**src/hdl/cvtc_pkg.sv**
```systemverilog
`timescale 1ns / 1ps

package cvtc_pkg;

  localparam int unsigned ChWidth   = 8;
  localparam int unsigned TypeWidth = 3;

  localparam logic [TypeWidth-1:0] TYPE_HEX    = 3'd0;
  localparam logic [TypeWidth-1:0] TYPE_OCTAL  = 3'd1;
  localparam logic [TypeWidth-1:0] TYPE_INT    = 3'd2;
  localparam logic [TypeWidth-1:0] TYPE_FIXED  = 3'd3;
  localparam logic [TypeWidth-1:0] TYPE_BOOL   = 3'd4;
  localparam logic [TypeWidth-1:0] TYPE_DATE   = 3'd5;
  localparam logic [TypeWidth-1:0] TYPE_TIME   = 3'd6;
  localparam logic [TypeWidth-1:0] TYPE_STRING = 3'd7;

  typedef enum logic [2:0] {HX_LEAD, HX_ZERO, HX_X, HX_DIG, HX_TRAIL, HX_FAIL} hex_phase_t;
  typedef enum logic [2:0] {OC_LEAD, OC_ZERO, OC_DIG, OC_TRAIL, OC_FAIL} oct_phase_t;
  typedef enum logic [2:0] {IN_LEAD, IN_SIGN, IN_DIG, IN_TRAIL, IN_FAIL} int_phase_t;
  typedef enum logic [3:0] {
    FX_LEAD, FX_SIGN, FX_INT, FX_FRAC, FX_EXP, FX_ESIGN, FX_EDIG, FX_TRAIL, FX_FAIL
  } fix_phase_t;
  typedef enum logic [3:0] {
    BL_LEAD, BL_DONE, BL_FAIL, BL_O, BL_OF, BL_N, BL_T, BL_TR, BL_TRU, BL_Y, BL_YE,
    BL_F, BL_FA, BL_FAL, BL_FALS
  } bool_phase_t;
  typedef enum logic [2:0] {
    DT_LEAD, DT_D1, DT_DL1, DT_D2, DT_DL2, DT_D3, DT_TRAIL, DT_FAIL
  } date_phase_t;
  typedef enum logic [3:0] {
    TM_LEAD, TM_HR, TM_MIN, TM_SEC, TM_FRAC, TM_SP, TM_AP, TM_TRAIL, TM_FAIL
  } time_phase_t;

  localparam logic [1:0] MER_NONE = 2'd0;
  localparam logic [1:0] MER_AM   = 2'd1;
  localparam logic [1:0] MER_PM   = 2'd2;

  // what the date checker needs at the end of a string
  typedef struct packed {
    logic        shape_ok;
    logic [7:0]  f1;
    logic [7:0]  f2;
    logic [7:0]  f3;
    logic [8:0]  res1;
    logic [8:0]  res3;
  } date_info_t;

  function automatic logic [4:0] month_len(input logic [3:0] mon);
    case (mon)
      4'd2:                       month_len = 5'd28;
      4'd4, 4'd6, 4'd9, 4'd11:    month_len = 5'd30;
      default:                    month_len = 5'd31;
    endcase
  endfunction

  function automatic logic is_dig(input logic [7:0] c);
    is_dig = (c >= "0") && (c <= "9");
  endfunction

  // v*10 + digit, saturated at 255
  function automatic logic [7:0] sat_acc(input logic [7:0] v, input logic [7:0] c);
    logic [11:0] w;
    w = {4'd0, v} * 12'd10 + {4'd0, c - "0"};
    sat_acc = (w > 12'd255) ? 8'd255 : w[7:0];
  endfunction

  // (r*10 + digit) mod 400; the reciprocal estimate is off by at most one too high
  function automatic logic [8:0] res_acc(input logic [8:0] r, input logic [7:0] c);
    logic [11:0] v;
    logic [3:0]  q;
    logic [12:0] rem;
    logic [17:0] prod;
    v    = {3'd0, r} * 12'd10 + {8'd0, c[3:0]};
    prod = {6'd0, v} * 18'd41;
    q    = prod[17:14];
    rem  = {1'b0, v} - 13'({q, 8'd0} + {q, 7'd0} + {q, 4'd0});
    if (rem[12]) rem = rem + 13'd400;
    res_acc = rem[8:0];
  endfunction

endpackage

```
**src/hdl/config_value_type_classifier.sv**
```systemverilog
`timescale 1ns / 1ps

// Channel   Dir  Bits of tdata              Meaning
// s_axis    in   [7:0] ch                   next character, 0 ends the string
// m_axis    out  [2:0] value_type, [7:3] 0  type of the finished string
//
// One character per cycle. Recognizer state updates in the cycle a character
// transfers; the zero character's classification is registered into the output.
// Result appears the cycle after the terminating transfer.
// Reset (rst, synchronous) clears all recognizers and empties the output.
// Input stalls only while a result sits in the output register unread.

module config_value_type_classifier
  import cvtc_pkg::*;
(
  input  logic       clk,
  input  logic       rst,
  input  logic       s_tvalid,
  output logic       s_tready,
  input  logic [7:0] s_tdata,   // [7:0] ch
  output logic       m_tvalid,
  input  logic       m_tready,
  output logic [7:0] m_tdata    // [2:0] value_type, [7:3] zero
);

  hex_phase_t  hex_phase, hex_phase_next;
  oct_phase_t  oct_phase, oct_phase_next;
  int_phase_t  int_phase, int_phase_next;
  fix_phase_t  fix_phase, fix_phase_next;
  bool_phase_t bool_phase, bool_phase_next;
  date_phase_t date_phase, date_phase_next;
  time_phase_t time_phase, time_phase_next;
  logic        mant_seen, mant_seen_next;
  logic [7:0]  dfld [3];
  logic [7:0]  dfld_next [3];
  logic [8:0]  yres [2];
  logic [8:0]  yres_next [2];
  logic [7:0]  date_delim, date_delim_next;
  logic [7:0]  tfld [3];
  logic [7:0]  tfld_next [3];
  logic signed [7:0] tbal, tbal_next;
  logic [2:0]  char_pos, char_pos_next;
  logic [1:0]  meridiem, meridiem_next;

  logic [7:0]  c;
  logic        acc, dig, xdig;
  logic [TypeWidth-1:0] vtype;
  date_info_t  dinfo;
  logic        date_ok, time_ok;

  assign c        = s_tdata;
  assign s_tready = !m_tvalid || m_tready;
  assign acc      = s_tvalid && s_tready;
  assign dig      = is_dig(c);
  assign xdig     = dig || (c >= "a" && c <= "f") || (c >= "A" && c <= "F");

  always_comb begin
    time_phase_t p;
    logic signed [8:0] b;
    hex_phase_next  = HX_FAIL;
    oct_phase_next  = OC_FAIL;
    int_phase_next  = IN_FAIL;
    fix_phase_next  = fix_phase;
    mant_seen_next  = mant_seen;
    bool_phase_next = BL_FAIL;
    date_phase_next = date_phase;
    dfld_next       = dfld;
    yres_next       = yres;
    date_delim_next = date_delim;
    time_phase_next = time_phase;
    tfld_next       = tfld;
    tbal_next       = tbal;
    meridiem_next   = meridiem;
    char_pos_next   = (char_pos != 3'd7) ? char_pos + 3'd1 : char_pos;

    case (hex_phase)
      HX_LEAD:  hex_phase_next = (c == " ") ? HX_LEAD : (c == "0") ? HX_ZERO : HX_FAIL;
      HX_ZERO:  hex_phase_next = (c == "x" || c == "X") ? HX_X : HX_FAIL;
      HX_X:     hex_phase_next = xdig ? HX_DIG : HX_FAIL;
      HX_DIG:   hex_phase_next = xdig ? HX_DIG : (c == " ") ? HX_TRAIL : HX_FAIL;
      HX_TRAIL: hex_phase_next = (c == " ") ? HX_TRAIL : HX_FAIL;
      default:  hex_phase_next = HX_FAIL;
    endcase

    case (oct_phase)
      OC_LEAD:  oct_phase_next = (c == " ") ? OC_LEAD : (c == "0") ? OC_ZERO : OC_FAIL;
      OC_ZERO:  oct_phase_next = (c >= "0" && c <= "7") ? OC_DIG : OC_FAIL;
      OC_DIG:   oct_phase_next = (c >= "0" && c <= "7") ? OC_DIG
                               : (c == " ") ? OC_TRAIL : OC_FAIL;
      OC_TRAIL: oct_phase_next = (c == " ") ? OC_TRAIL : OC_FAIL;
      default:  oct_phase_next = OC_FAIL;
    endcase

    case (int_phase)
      IN_LEAD:  int_phase_next = (c == " ") ? IN_LEAD : (c == "+" || c == "-") ? IN_SIGN
                               : dig ? IN_DIG : IN_FAIL;
      IN_SIGN:  int_phase_next = dig ? IN_DIG : IN_FAIL;
      IN_DIG:   int_phase_next = dig ? IN_DIG : (c == " ") ? IN_TRAIL : IN_FAIL;
      IN_TRAIL: int_phase_next = (c == " ") ? IN_TRAIL : IN_FAIL;
      default:  int_phase_next = IN_FAIL;
    endcase

    // a non-space, non-sign lead character is handled as if a sign came first
    case (fix_phase)
      FX_LEAD, FX_SIGN, FX_INT: begin
        if (fix_phase == FX_LEAD && c == " ") fix_phase_next = FX_LEAD;
        else if (fix_phase == FX_LEAD && (c == "+" || c == "-")) fix_phase_next = FX_SIGN;
        else if (dig) begin
          fix_phase_next = FX_INT; mant_seen_next = 1'b1;
        end else if (c == ".") fix_phase_next = FX_FRAC;
        else if (c == "e" || c == "E") fix_phase_next = FX_EXP;
        else fix_phase_next = (c == " ") ? FX_TRAIL : FX_FAIL;
      end
      FX_FRAC: begin
        if (dig) mant_seen_next = 1'b1;
        else if (c == "e" || c == "E") fix_phase_next = FX_EXP;
        else fix_phase_next = (c == " ") ? FX_TRAIL : FX_FAIL;
      end
      FX_EXP:   fix_phase_next = (c == "+" || c == "-") ? FX_ESIGN : dig ? FX_EDIG : FX_FAIL;
      FX_ESIGN: fix_phase_next = dig ? FX_EDIG : FX_FAIL;
      FX_EDIG:  fix_phase_next = dig ? FX_EDIG : (c == " ") ? FX_TRAIL : FX_FAIL;
      FX_TRAIL: fix_phase_next = (c == " ") ? FX_TRAIL : FX_FAIL;
      default:  fix_phase_next = FX_FAIL;
    endcase

    case (bool_phase)
      BL_LEAD: begin
        if (c == " ") bool_phase_next = BL_LEAD;
        else if (c == "O") bool_phase_next = BL_O;
        else if (c == "N") bool_phase_next = BL_N;
        else if (c == "T") bool_phase_next = BL_T;
        else if (c == "Y") bool_phase_next = BL_Y;
        else if (c == "F") bool_phase_next = BL_F;
        else if (c == "t" || c == "y" || c == "f" || c == "n") bool_phase_next = BL_DONE;
      end
      BL_DONE: if (c == " ") bool_phase_next = BL_DONE;
      BL_O:    bool_phase_next = (c == "N") ? BL_DONE : (c == "F") ? BL_OF : BL_FAIL;
      BL_OF:   if (c == "F") bool_phase_next = BL_DONE;
      BL_N:    if (c == "O" || c == " ") bool_phase_next = BL_DONE;
      BL_T:    bool_phase_next = (c == "R") ? BL_TR : (c == " ") ? BL_DONE : BL_FAIL;
      BL_TR:   if (c == "U") bool_phase_next = BL_TRU;
      BL_TRU:  if (c == "E") bool_phase_next = BL_DONE;
      BL_Y:    bool_phase_next = (c == "E") ? BL_YE : (c == " ") ? BL_DONE : BL_FAIL;
      BL_YE:   if (c == "S") bool_phase_next = BL_DONE;
      BL_F:    bool_phase_next = (c == "A") ? BL_FA : (c == " ") ? BL_DONE : BL_FAIL;
      BL_FA:   if (c == "L") bool_phase_next = BL_FAL;
      BL_FAL:  if (c == "S") bool_phase_next = BL_FALS;
      BL_FALS: if (c == "E") bool_phase_next = BL_DONE;
      default: bool_phase_next = BL_FAIL;
    endcase

    case (date_phase)
      DT_LEAD: begin
        if (dig) begin
          date_phase_next = DT_D1;
          dfld_next[0] = sat_acc(dfld[0], c); yres_next[0] = res_acc(yres[0], c);
        end else if (c != " ") date_phase_next = DT_FAIL;
      end
      DT_D1: begin
        if (dig) begin
          dfld_next[0] = sat_acc(dfld[0], c); yres_next[0] = res_acc(yres[0], c);
        end else if (c == "." || c == "-" || c == "/") begin
          date_delim_next = c; date_phase_next = DT_DL1;
        end else date_phase_next = DT_FAIL;
      end
      DT_DL1, DT_D2: begin
        if (dig) begin
          date_phase_next = DT_D2; dfld_next[1] = sat_acc(dfld[1], c);
        end else if (date_phase == DT_D2 && c == date_delim) date_phase_next = DT_DL2;
        else date_phase_next = DT_FAIL;
      end
      DT_DL2, DT_D3: begin
        if (dig) begin
          date_phase_next = DT_D3;
          dfld_next[2] = sat_acc(dfld[2], c); yres_next[1] = res_acc(yres[1], c);
        end else if (date_phase == DT_D3 && c == " ") date_phase_next = DT_TRAIL;
        else date_phase_next = DT_FAIL;
      end
      DT_TRAIL: date_phase_next = (c == " ") ? DT_TRAIL : DT_FAIL;
      default:  date_phase_next = DT_FAIL;
    endcase

    // first non-space character enters the hour field
    p = (time_phase == TM_LEAD) ? TM_HR : time_phase;
    b = 9'(tbal);
    if (!(time_phase == TM_LEAD && c == " ")) begin
      time_phase_next = p;
      case (p)
        TM_HR, TM_MIN, TM_SEC, TM_FRAC: begin
          if (dig) begin
            if (p == TM_HR)  tfld_next[0] = sat_acc(tfld[0], c);
            if (p == TM_MIN) tfld_next[1] = sat_acc(tfld[1], c);
            if (p == TM_SEC) tfld_next[2] = sat_acc(tfld[2], c);
            if (b < 9'sd127) b = b + 9'sd1;
          end else if (c == ":" && (p == TM_HR || p == TM_MIN)) begin
            time_phase_next = (p == TM_HR) ? TM_MIN : TM_SEC;
            b = b - 9'sd2;
          end else if (c == "." && p != TM_FRAC) begin
            time_phase_next = TM_FRAC;
            b = b - 9'sd1;
          end else if (c == " ") time_phase_next = TM_SP;
          else if (char_pos < 3'd4) time_phase_next = TM_FAIL;
          else if (c == "A" || c == "a") begin
            time_phase_next = TM_AP; meridiem_next = MER_AM;
          end else if (c == "P" || c == "p") begin
            time_phase_next = TM_AP; meridiem_next = MER_PM;
          end else time_phase_next = TM_FAIL;
          if (b < -9'sd128) b = -9'sd128;
        end
        TM_SP: begin
          if (c == " ") time_phase_next = TM_SP;
          else if (char_pos < 3'd4) time_phase_next = TM_FAIL;
          else if (c == "A" || c == "a") begin
            time_phase_next = TM_AP; meridiem_next = MER_AM;
          end else if (c == "P" || c == "p") begin
            time_phase_next = TM_AP; meridiem_next = MER_PM;
          end else time_phase_next = TM_FAIL;
        end
        TM_AP:    time_phase_next = (c == "M" || c == "m") ? TM_TRAIL : TM_FAIL;
        TM_TRAIL: time_phase_next = (c == " ") ? TM_TRAIL : TM_FAIL;
        default:  time_phase_next = TM_FAIL;
      endcase
    end
    tbal_next = b[7:0];
  end

  assign dinfo.shape_ok = (date_phase == DT_D3) || (date_phase == DT_TRAIL);
  assign dinfo.f1   = dfld[0];
  assign dinfo.f2   = dfld[1];
  assign dinfo.f3   = dfld[2];
  assign dinfo.res1 = yres[0];
  assign dinfo.res3 = yres[1];

  cvtc_date_chk u_date_chk (
    .info (dinfo),
    .ok   (date_ok)
  );

  assign time_ok = (time_phase != TM_AP) && (time_phase != TM_FAIL)
                && ((time_phase == TM_TRAIL) || (char_pos >= 3'd4))
                && (tbal >= 8'sd1)
                && (tfld[0] <= 8'd23) && (tfld[1] <= 8'd59) && (tfld[2] <= 8'd59)
                && !((tfld[0] > 8'd12) && (meridiem != MER_NONE));

  always_comb begin
    if (hex_phase == HX_DIG || hex_phase == HX_TRAIL) vtype = TYPE_HEX;
    else if (oct_phase == OC_DIG || oct_phase == OC_TRAIL) vtype = TYPE_OCTAL;
    else if (int_phase == IN_DIG || int_phase == IN_TRAIL) vtype = TYPE_INT;
    else if (mant_seen && (fix_phase == FX_INT || fix_phase == FX_FRAC ||
             fix_phase == FX_EDIG || fix_phase == FX_TRAIL)) vtype = TYPE_FIXED;
    else if (bool_phase == BL_DONE || bool_phase == BL_N || bool_phase == BL_T ||
             bool_phase == BL_Y || bool_phase == BL_F) vtype = TYPE_BOOL;
    else if (date_ok) vtype = TYPE_DATE;
    else if (time_ok) vtype = TYPE_TIME;
    else vtype = TYPE_STRING;
  end

  always_ff @(posedge clk) begin
    if (rst || (acc && c == 8'd0)) begin
      hex_phase  <= HX_LEAD;
      oct_phase  <= OC_LEAD;
      int_phase  <= IN_LEAD;
      fix_phase  <= FX_LEAD;
      mant_seen  <= 1'b0;
      bool_phase <= BL_LEAD;
      date_phase <= DT_LEAD;
      dfld       <= '{default: 8'd0};
      yres       <= '{default: 9'd0};
      date_delim <= " ";
      time_phase <= TM_LEAD;
      tfld       <= '{default: 8'd0};
      tbal       <= 8'sd0;
      char_pos   <= 3'd0;
      meridiem   <= MER_NONE;
    end else if (acc) begin
      hex_phase  <= hex_phase_next;
      oct_phase  <= oct_phase_next;
      int_phase  <= int_phase_next;
      fix_phase  <= fix_phase_next;
      mant_seen  <= mant_seen_next;
      bool_phase <= bool_phase_next;
      date_phase <= date_phase_next;
      dfld       <= dfld_next;
      yres       <= yres_next;
      date_delim <= date_delim_next;
      time_phase <= time_phase_next;
      tfld       <= tfld_next;
      tbal       <= tbal_next;
      char_pos   <= char_pos_next;
      meridiem   <= meridiem_next;
    end
  end

  always_ff @(posedge clk) begin
    if (rst) begin
      m_tvalid <= 1'b0;
    end else if (acc && c == 8'd0) begin
      m_tvalid <= 1'b1;
    end else if (m_tready) begin
      m_tvalid <= 1'b0;
    end
  end

  always_ff @(posedge clk) begin
    if (acc && c == 8'd0) begin
      m_tdata <= {5'd0, vtype};
    end
  end

  a_end_clears: assert property (@(posedge clk) disable iff (rst)
    acc && c == 8'd0 |=> char_pos == 3'd0 && hex_phase == HX_LEAD && tbal == 8'sd0)
    else $error("recognizers not cleared after end of string");

  a_end_result: assert property (@(posedge clk) disable iff (rst)
    acc && c == 8'd0 |=> m_tvalid && m_tdata[7:3] == 5'd0)
    else $error("end of string gave no result");

  a_pos_count: assert property (@(posedge clk) disable iff (rst)
    acc && c != 8'd0 && char_pos != 3'd7 |=> char_pos == $past(char_pos) + 3'd1)
    else $error("character position miscounted");

  a_mant_fix: assert property (@(posedge clk) disable iff (rst)
    fix_phase == FX_INT |-> mant_seen)
    else $error("integer part without mantissa digit");

endmodule

```
**src/hdl/cvtc_date_chk.sv**
```systemverilog
`timescale 1ns / 1ps

module cvtc_date_chk
  import cvtc_pkg::*;
(
  input  date_info_t info,
  output logic       ok
);

  logic       g12_1, g12_2, g12_3, g31_1, g31_2, g31_3;
  logic [7:0] mon, day;
  logic [8:0] yr;
  logic       leap;
  logic [4:0] lim;

  assign g12_1 = info.f1 > 8'd12;
  assign g12_2 = info.f2 > 8'd12;
  assign g12_3 = info.f3 > 8'd12;
  assign g31_1 = info.f1 > 8'd31;
  assign g31_2 = info.f2 > 8'd31;
  assign g31_3 = info.f3 > 8'd31;

  always_comb begin
    if (g31_1) begin
      mon = info.f2; day = info.f3; yr = info.res1;
    end else if (g12_1) begin
      mon = info.f2; day = info.f1; yr = info.res3;
    end else begin
      mon = info.f1; day = info.f2; yr = info.res3;
    end
    // residue is below 400, so a multiple of 100 is one of four values
    leap = (yr[1:0] == 2'b00) &&
           ((yr == 9'd0) || !((yr == 9'd100) || (yr == 9'd200) || (yr == 9'd300)));
    lim = month_len(mon[3:0]);
    if (mon == 8'd2 && leap) lim = 5'd29;
    ok = info.shape_ok
      && !(g12_1 && g12_2 && g12_3)
      && !((g31_1 && g31_2) || (g31_1 && g31_3) || (g31_2 && g31_3))
      && (info.f1 != 8'd0) && (info.f2 != 8'd0) && (info.f3 != 8'd0)
      && (mon <= 8'd12)
      && (day <= {3'd0, lim});
  end

endmodule

```
**config.mk**
```make
export PLATFORM = sky130hd
export DESIGN_NAME = config_value_type_classifier
export DESIGN_NICKNAME = d
export VERILOG_FILES = /design/src/hdl/cvtc_pkg.sv /design/src/hdl/config_value_type_classifier.sv /design/src/hdl/cvtc_date_chk.sv
export SDC_FILE = /design/constraint.sdc
export NUM_CORES = 1
export LEC_CHECK = 0
export BUFFER_PORTS_ARGS = -buffer_cell sky130_fd_sc_hd__buf_2
export CAP_MARGIN = 15
export CELL_PAD_IN_SITES_DETAIL_PLACEMENT = 0
export CELL_PAD_IN_SITES_GLOBAL_PLACEMENT = 1
export CORE_UTILIZATION = 50
export DETAILED_ROUTE_END_ITERATION = 12
export GPL_ROUTABILITY_DRIVEN = 0
export GPL_TIMING_DRIVEN = 0
export PLACE_DENSITY = 0.85
export SLEW_MARGIN = 40
export SYNTH_ARGS = -nofsm -noshare
export SYNTH_HDL_FRONTEND = slang
export SYNTH_SLANG_ARGS = --single-unit
```
**constraint.sdc**
```tcl
create_clock -name clk -period 9.8 [get_ports clk]
set_input_delay 0.98 -clock clk [delete_from_list [all_inputs] [get_ports clk]]
set_output_delay 0.98 -clock clk [all_outputs]
set_load 0.01 [all_outputs]
```
# Word-level counts from Yosys, hierarchy flattened
# Index checks and enable logic that the tools add are counted.
classes:
  n_addsub: 21
  mul: 10
  magnitude_cmp: 30
  eq_ne: 97
  muxes: 113
  bitwise_logic: 2
  n_reduce_logical: 115
op_table:
  columns: ["cell", "n"]
  rows:
  - ["== test 8 x 7 -> 1 bit, second input constant", 23]
  - ["2-to-1 mux 4 bit", 31]
  - ["2-to-1 mux 8 bit", 11]
  - ["2-to-1 mux 9 bit", 9]
  - ["adder 12 x 8 -> 12 bit", 6]
  - ["greater-than comparator 12 x 8 -> 1 bit, second input constant", 6]
  - ["multiplier 8 x 3 -> 11 bit, second input constant", 6]
  - ["2-to-1 mux 3 bit", 21]
  - ["== test 4 x 3 -> 1 bit, second input constant", 15]
  - ["== test 8 x 6 -> 1 bit, second input constant", 7]
  - ["case mux 4 bit (13 select lines)", 1]
  - ["2-to-1 mux 2 bit", 20]
  - ["== test 4 bit, second input constant", 9]
  - ["logical AND 1 bit", 36]
  - ["multiplier 12 x 6 -> 18 bit, second input constant", 2]
  - ["logical OR 1 bit", 34]
  - ["greater-than comparator 8 x 4 -> 1 bit, second input constant", 4]
  - ["less-or-equal comparator 8 x 6 -> 1 bit, second input constant", 4]
  - ["case mux 3 bit (5 select lines)", 2]
  - ["adder 12 x 11 -> 13 bit", 2]
  - ["adder 13 x 8 -> 13 bit", 2]
  - ["subtractor 12 x 13 -> 13 bit", 2]
  - ["adder 12 x 4 -> 12 bit", 2]
  - ["== test 3 x 2 -> 1 bit, second input constant", 8]
  - ["other kinds (56)", 125]
totals:
  register_bits: 116
  in_bits: 12
  out_inout_bits: 10
  wordCells: 412

# Longest topological paths before layout
depth:
  word_depth: 17
  ltp_mapped: 34
  ltp_nobuf: 34

# Cells and area by module
# A second synthesis with hierarchy kept.
unflattened:
  cells_unflattened: 1768
  hier_area_um2: 14402.6
by_module_without_submodules:
  columns: ["mod", "n_inst", "cells_each", "area_each_um2", "seq_area_each_um2"]
  rows:
  - ["config_value_type_classifier", 1, 1695, 13934.6, 2352.3]
  - ["cvtc_date_chk", 1, 73, 467.9, 0.0]

# Worst setup path after synthesis
# Ideal clock, no wire load.
synth_timing:
  path_type: "reg2reg"
  startpoint: "reg yres, in the netlist dinfo[10]"
  endpoint: "reg yres, in the netlist dinfo[13]"
  setup_time_ns: 0.062
  arrival_ns: 7.331
  t_required_ns: 9.738
  path_slack_ns: 2.406
  stages_incl_launch_ff: 32
  path_buffers: 0
  synth_period_minus_slack_ns: 7.394
  path_cell_list: "dfxtp_1 -> ha_1 -> ha_1 -> fa_1 -> a211oi_2 -> o21ba_2 -> nor2_1 -> xnor2_1 -> inv_1 -> ha_1 -> ha_1 -> xor2_1 -> ha_1 -> ha_1 -> a21o_1 -> a211o_1 -> nor2b_1 -> or3_1 -> a31o_2 -> a31oi_1 -> nor2_1 -> ha_1 -> ha_1 -> inv_1 -> ha_1 -> a21oi_1 -> o21ai_0 -> a21o_1 -> a21oi_1 -> xnor2_2 -> or4_1 -> nand3_1"
synth_between:
  elab_chain_cells: 7
  word_cells_on_any_way: 8
  classes_between: "5 x add/sub; 2 x mul; 1 x mux"
synth_rtl:
  columns: ["item", "line_no", "rtl"]
  rows:
  - ["from (decl)", "config_value_type_classifier.sv:36", "logic [8:0] yres [2];"]
  - ["from (signal assigned)", "config_value_type_classifier.sv:284", "yres <= yres_next;"]
  - ["multiplier 9 x 3 -> 11 bit *", "cvtc_pkg.sv:73", "v = {3'd0, r} * 12'd10 + {8'd0, c[3:0]};"]
  - ["adder 12 x 4 -> 12 bit *", "cvtc_pkg.sv:73", null]
  - ["multiplier 12 x 6 -> 18 bit", "cvtc_pkg.sv:74", "prod = {6'd0, v} * 18'd41;"]
  - ["adder 12 x 11 -> 13 bit / adder 13 x 8 -> 13 bit (equally long branches)", "cvtc_pkg.sv:76", "rem = {1'b0, v} - 13'({q, 8'd0} + {q, 7'd0} + {q, 4'd0});"]
  - ["adder 13 x 8 -> 13 bit / subtractor 12 x 13 -> 13 bit (equally long branches)", "cvtc_pkg.sv:76", null]
  - ["subtractor 12 x 13 -> 13 bit *", "cvtc_pkg.sv:76", null]
  - ["2-to-1 mux 9 bit *", "cvtc_pkg.sv:77", "if (rem[12]) rem = rem + 13'd400;"]
# Every way passes the cells marked *; elsewhere a longest branch is shown, timed or not.
# A chain may end at the register's enable or synchronous reset.

# Final worst setup path
layout_timing:
  startpoint: "in s_tdata[2]"
  endpoint: "reg yres, in the netlist dinfo[13]"
layout_between:
  elab_chain_cells: 6
  word_cells_on_any_way: 14
  classes_between: "5 x add/sub; 1 x mul; 2 x order compare; 1 x mux; 5 x reduce/logical"
layout_rtl:
  columns: ["item", "line_no", "rtl"]
  rows:
  - ["from (decl)", "config_value_type_classifier.sv:20", "input logic [7:0] s_tdata,"]
  - ["adder 12 x 4 -> 12 bit", "cvtc_pkg.sv:73", null]
  - ["multiplier 12 x 6 -> 18 bit", "cvtc_pkg.sv:74", null]
  - ["adder 12 x 11 -> 13 bit / adder 13 x 8 -> 13 bit (equally long branches)", "cvtc_pkg.sv:76", null]
  - ["adder 13 x 8 -> 13 bit / subtractor 12 x 13 -> 13 bit (equally long branches)", "cvtc_pkg.sv:76", null]
  - ["subtractor 12 x 13 -> 13 bit / adder 9 bit (equally long branches)", "cvtc_pkg.sv:76, cvtc_pkg.sv:77", null]
  - ["2-to-1 mux 9 bit", "cvtc_pkg.sv:77", null]
# Parallel ways exist; a longest one is shown, timed or not.

==> results.json <==
{
  "ctsResizeCount": 0,
  "p_total_w": 0.00145,
  "swShare_pct": 29.8,
  "area_growth_pct": 8.37,
  "clk_pin_slew_ns": 0.06,
  "fin_crit_ns": 8.14,
  "pwr-share-comb_pct": 22.1,
  "start_util_pct": 51.0,
  "async_flop_share_pct": 0,
  "dieHeight_um": 171,
  "vias": 12825,
  "grt_pass1_vias": 12332,
  "grt_remaining_overflow": 0,
  "leakage_nw": 7.48,
  "pre_cts_slack_ns": 1.21,
  "ys_seq_area_share_pct": 16.5,
  "cts_tree": "done",
  "fin_setup_tns_ns": 0,
  "grt_use_met1_pct": 35.8,
  "viasPerCell": 6.01,
  "port-buffer-count": 16,
  "use_met2_pct": 43.6,
  "clockPowerShare_pct": 44.1,
  "intPower_w": 0.00102,
  "grt_max_degree": 19,
  "hold_violations": 0,
  "worst_slack_ns": 1.66,
  "clkLatencyLatePin_ns": 0.43,
  "status": "completed",
  "ys_ff_latch": 116,
  "cts-root-buf": "clkbuf_16",
  "crit_arrival_ns": 8.52,
  "p_switching_w": 0.000432,
  "route.detailed.drc": 0,
  "crit_top_cell": "ha_1",
  "crit_type": "input pin to flip-flop",
  "maxCapViolCount": 0,
  "hp-class": "flip-flop to flip-flop",
  "io_pins": 22,
  "wl_per_cell_um": 17.1,
  "syn_inst": 1705,
  "cts_buffer_depth": 2,
  "worst-path-max-fanout": 18,
  "yosysWarnings": 0,
  "first_pass_iters": 5,
  "synth_cell_types": 97,
  "setup-violations-final": 0,
  "fp.dieArea_um2": 29100,
  "cpPeakStageDelay_ns": 0.52,
  "endpoint_kind": "flip-flop",
  "drive_above_1_share_pct": 8.76,
  "cts_made_buffers": 17,
  "clock_skew_ns": 0.00769,
  "track_usage_pct": 26.2,
  "crit_slowest_cell": "buf_2",
  "hold_buffers": 0,
  "max-slew-margin-rel_pct": 46.4,
  "rsz0062_at_grt": "false",
  "min_period_over_period_pct": 83.1,
  "cp-start-kind": "input pin",
  "pwr-share-seq_pct": 33.8,
  "std_cell_rows": 61,
  "ant_nets": 0,
  "drt_iter0_drc": 1093,
  "numClockSinks": 116,
  "antenna_found_initial": 0,
  "num_antenna_cells": 0,
  "ir_worst_vdd_mv": 0.112,
  "core_region_area_um2": 27900,
  "cts_max_level": 4,
  "die_w_um": 171,
  "slew_violations": 0,
  "crit_required_ns": 10.17,
  "cts_setup_buffers": 0,
  "tightest_slew_ns": 0.805,
  "busiest_layer": "met2",
  "dp_hpwl_mm": 28.2,
  "syn_avg_cell_area_um2": 8.34,
  "layout.nets": 2057,
  "synth_ff_type": "dfxtp_1",
  "grtUsageMet3_pct": 2.89,
  "synth_area_um2": 14200,
  "wirelength_mm": 36.5,
  "p_per_area_nw_per_um2": 94.0,
  "synth_edf_count": 3,
  "max_freq_ghz": 0.123,
  "grt_pass1_wl_mm": 61.5
}
path summary, 6_finish.rpt:
path | from | to | slack [ns] | depth (start not counted)
hold / removal | mant_seen | mant_seen | 0.47 | 2
hold reg to reg | mant_seen | mant_seen | 0.47 | 2
setup / recovery | s_tdata[2] | dinfo[13] | 1.66 | 30
setup reg to reg | dinfo[12] | dinfo[13] | 1.66 | 31
layout make-up:
type	count	area [um^2]
timing repair buffer	16	80.1
inverter	119	447
multi-input combinational	1406	11200
tap	378	473
buffer	68	285
clock buffer	24	503
sequential	116	2350
clock inverter	8	96.3
fill	2611	12500
registers in the layout, indices dropped and copies added, names as in the netlist, 4 cells and up:
| register | cells |
|---|---|
| dfld | 24 |
| tfld | 24 |
| dinfo | 18 |
| date_delim | 8 |
| tbal | 8 |
| bool_phase | 4 |
| fix_phase | 4 |
| time_phase | 4 |
critical path, delay by kind of cell:
family	cells	cell delay, ns
compound gates	8	1.80
xor+xnor	3	0.80
fa+ha+maj	8	2.47
buf+inv	3	0.74
simple gates	8	1.72
layout by cell type, fill, tap and decap left out, types with 18 or more instances in the layout:
cell       synthesis  final
buf_2              3     19
a21o_1            35     35
fa_1              28     28
ha_1             273    273
nor4_1            24     24
nor3_1            36     35
xnor2_1           70     69
o221a_2           49     49
o21bai_1          22     22
nand3_1           28     28
dfxtp_1          113    113
xor2_1            34     33
nand2_1          117    117
nand4_1           23     23
nand2b_1          20     20
nor2_1           137    136
a31oi_1           22     22
o21ai_0           71     71
clkbuf_1          53     56
inv_1            119    119
clkbuf_16          0     18
a21oi_1          134    134
nor2b_1           30     30
routing by layer:
layer / wire [um] / part of all wire (%)
met4: 643 / 1.8
met3: 1710 / 4.7
met2: 16900 / 46
met1: 17200 / 47
met5: 0 / 0
per-stage QoR:
stage | hold WS [ns] | cell area [um^2] | util, % | cells
2_1_floorplan | 0.437 | 14200 | - | 1709
3_3_place_gp | 0.450 | 14800 | 53.1 | 2103
3_5_place_dp | 0.465 | 14800 | 53.1 | 2103
4_1_cts | 0.476 | 15400 | 55.3 | 2135
5_1_grt | 0.500 | 15400 | 55.3 | 2135
6_report | 0.474 | 15400 | 55.3 | 2135
power by group through the flow:
stage / Clock [W] / Sequential [W] / Combinational (W)
2_1_floorplan: 0 / 0.000497 / 0.000241
3_3_place_gp: 0 / 0.000499 / 0.000311
3_5_place_dp: 0 / 0.000500 / 0.000318
4_1_cts: 0.000643 / 0.000490 / 0.000320
5_1_grt: 0.000662 / 0.000491 / 0.000361
6_report: 0.000638 / 0.000490 / 0.000320
cell usage after synthesis (15+ instances only):
| cell | number | area [um^2] |
|---|---|---|
| o21bai_1 | 22 | 165 |
| fa_1 | 28 | 561 |
| o221a_2 | 49 | 552 |
| inv_1 | 119 | 447 |
| nor3b_1 | 15 | 113 |
| nand4_1 | 23 | 144 |
| nor3_1 | 36 | 180 |
| nor4_1 | 24 | 150 |
| a31oi_1 | 22 | 138 |
| clkbuf_1 | 53 | 199 |
| nor2_1 | 137 | 514 |
| a21o_1 | 35 | 263 |
| nand3_1 | 28 | 140 |
| o21ai_0 | 71 | 355 |
| mux2i_1 | 16 | 160 |
| ha_1 | 273 | 3420 |
| nor2b_1 | 30 | 188 |
| a21oi_1 | 134 | 671 |
| nand2_1 | 117 | 439 |
| xnor2_1 | 70 | 613 |
| dfxtp_1 | 113 | 2260 |
| nand2b_1 | 20 | 125 |
| xor2_1 | 34 | 298 |
cells by family (layout without fill, tap and decap cells):
kind of cell,Yosys count,in the layout,synth area share (%)
simple gates,510,510,18.6
compound gates,460,460,22.9
fa+ha+maj,301,301,28.0
buf+inv,187,235,5.15
flops,116,116,16.5
xor+xnor,113,113,7.67
mux,17,17,1.21
other cells,1,5,0.0264
No activity file was read; power rests on OpenSTA's default activity.
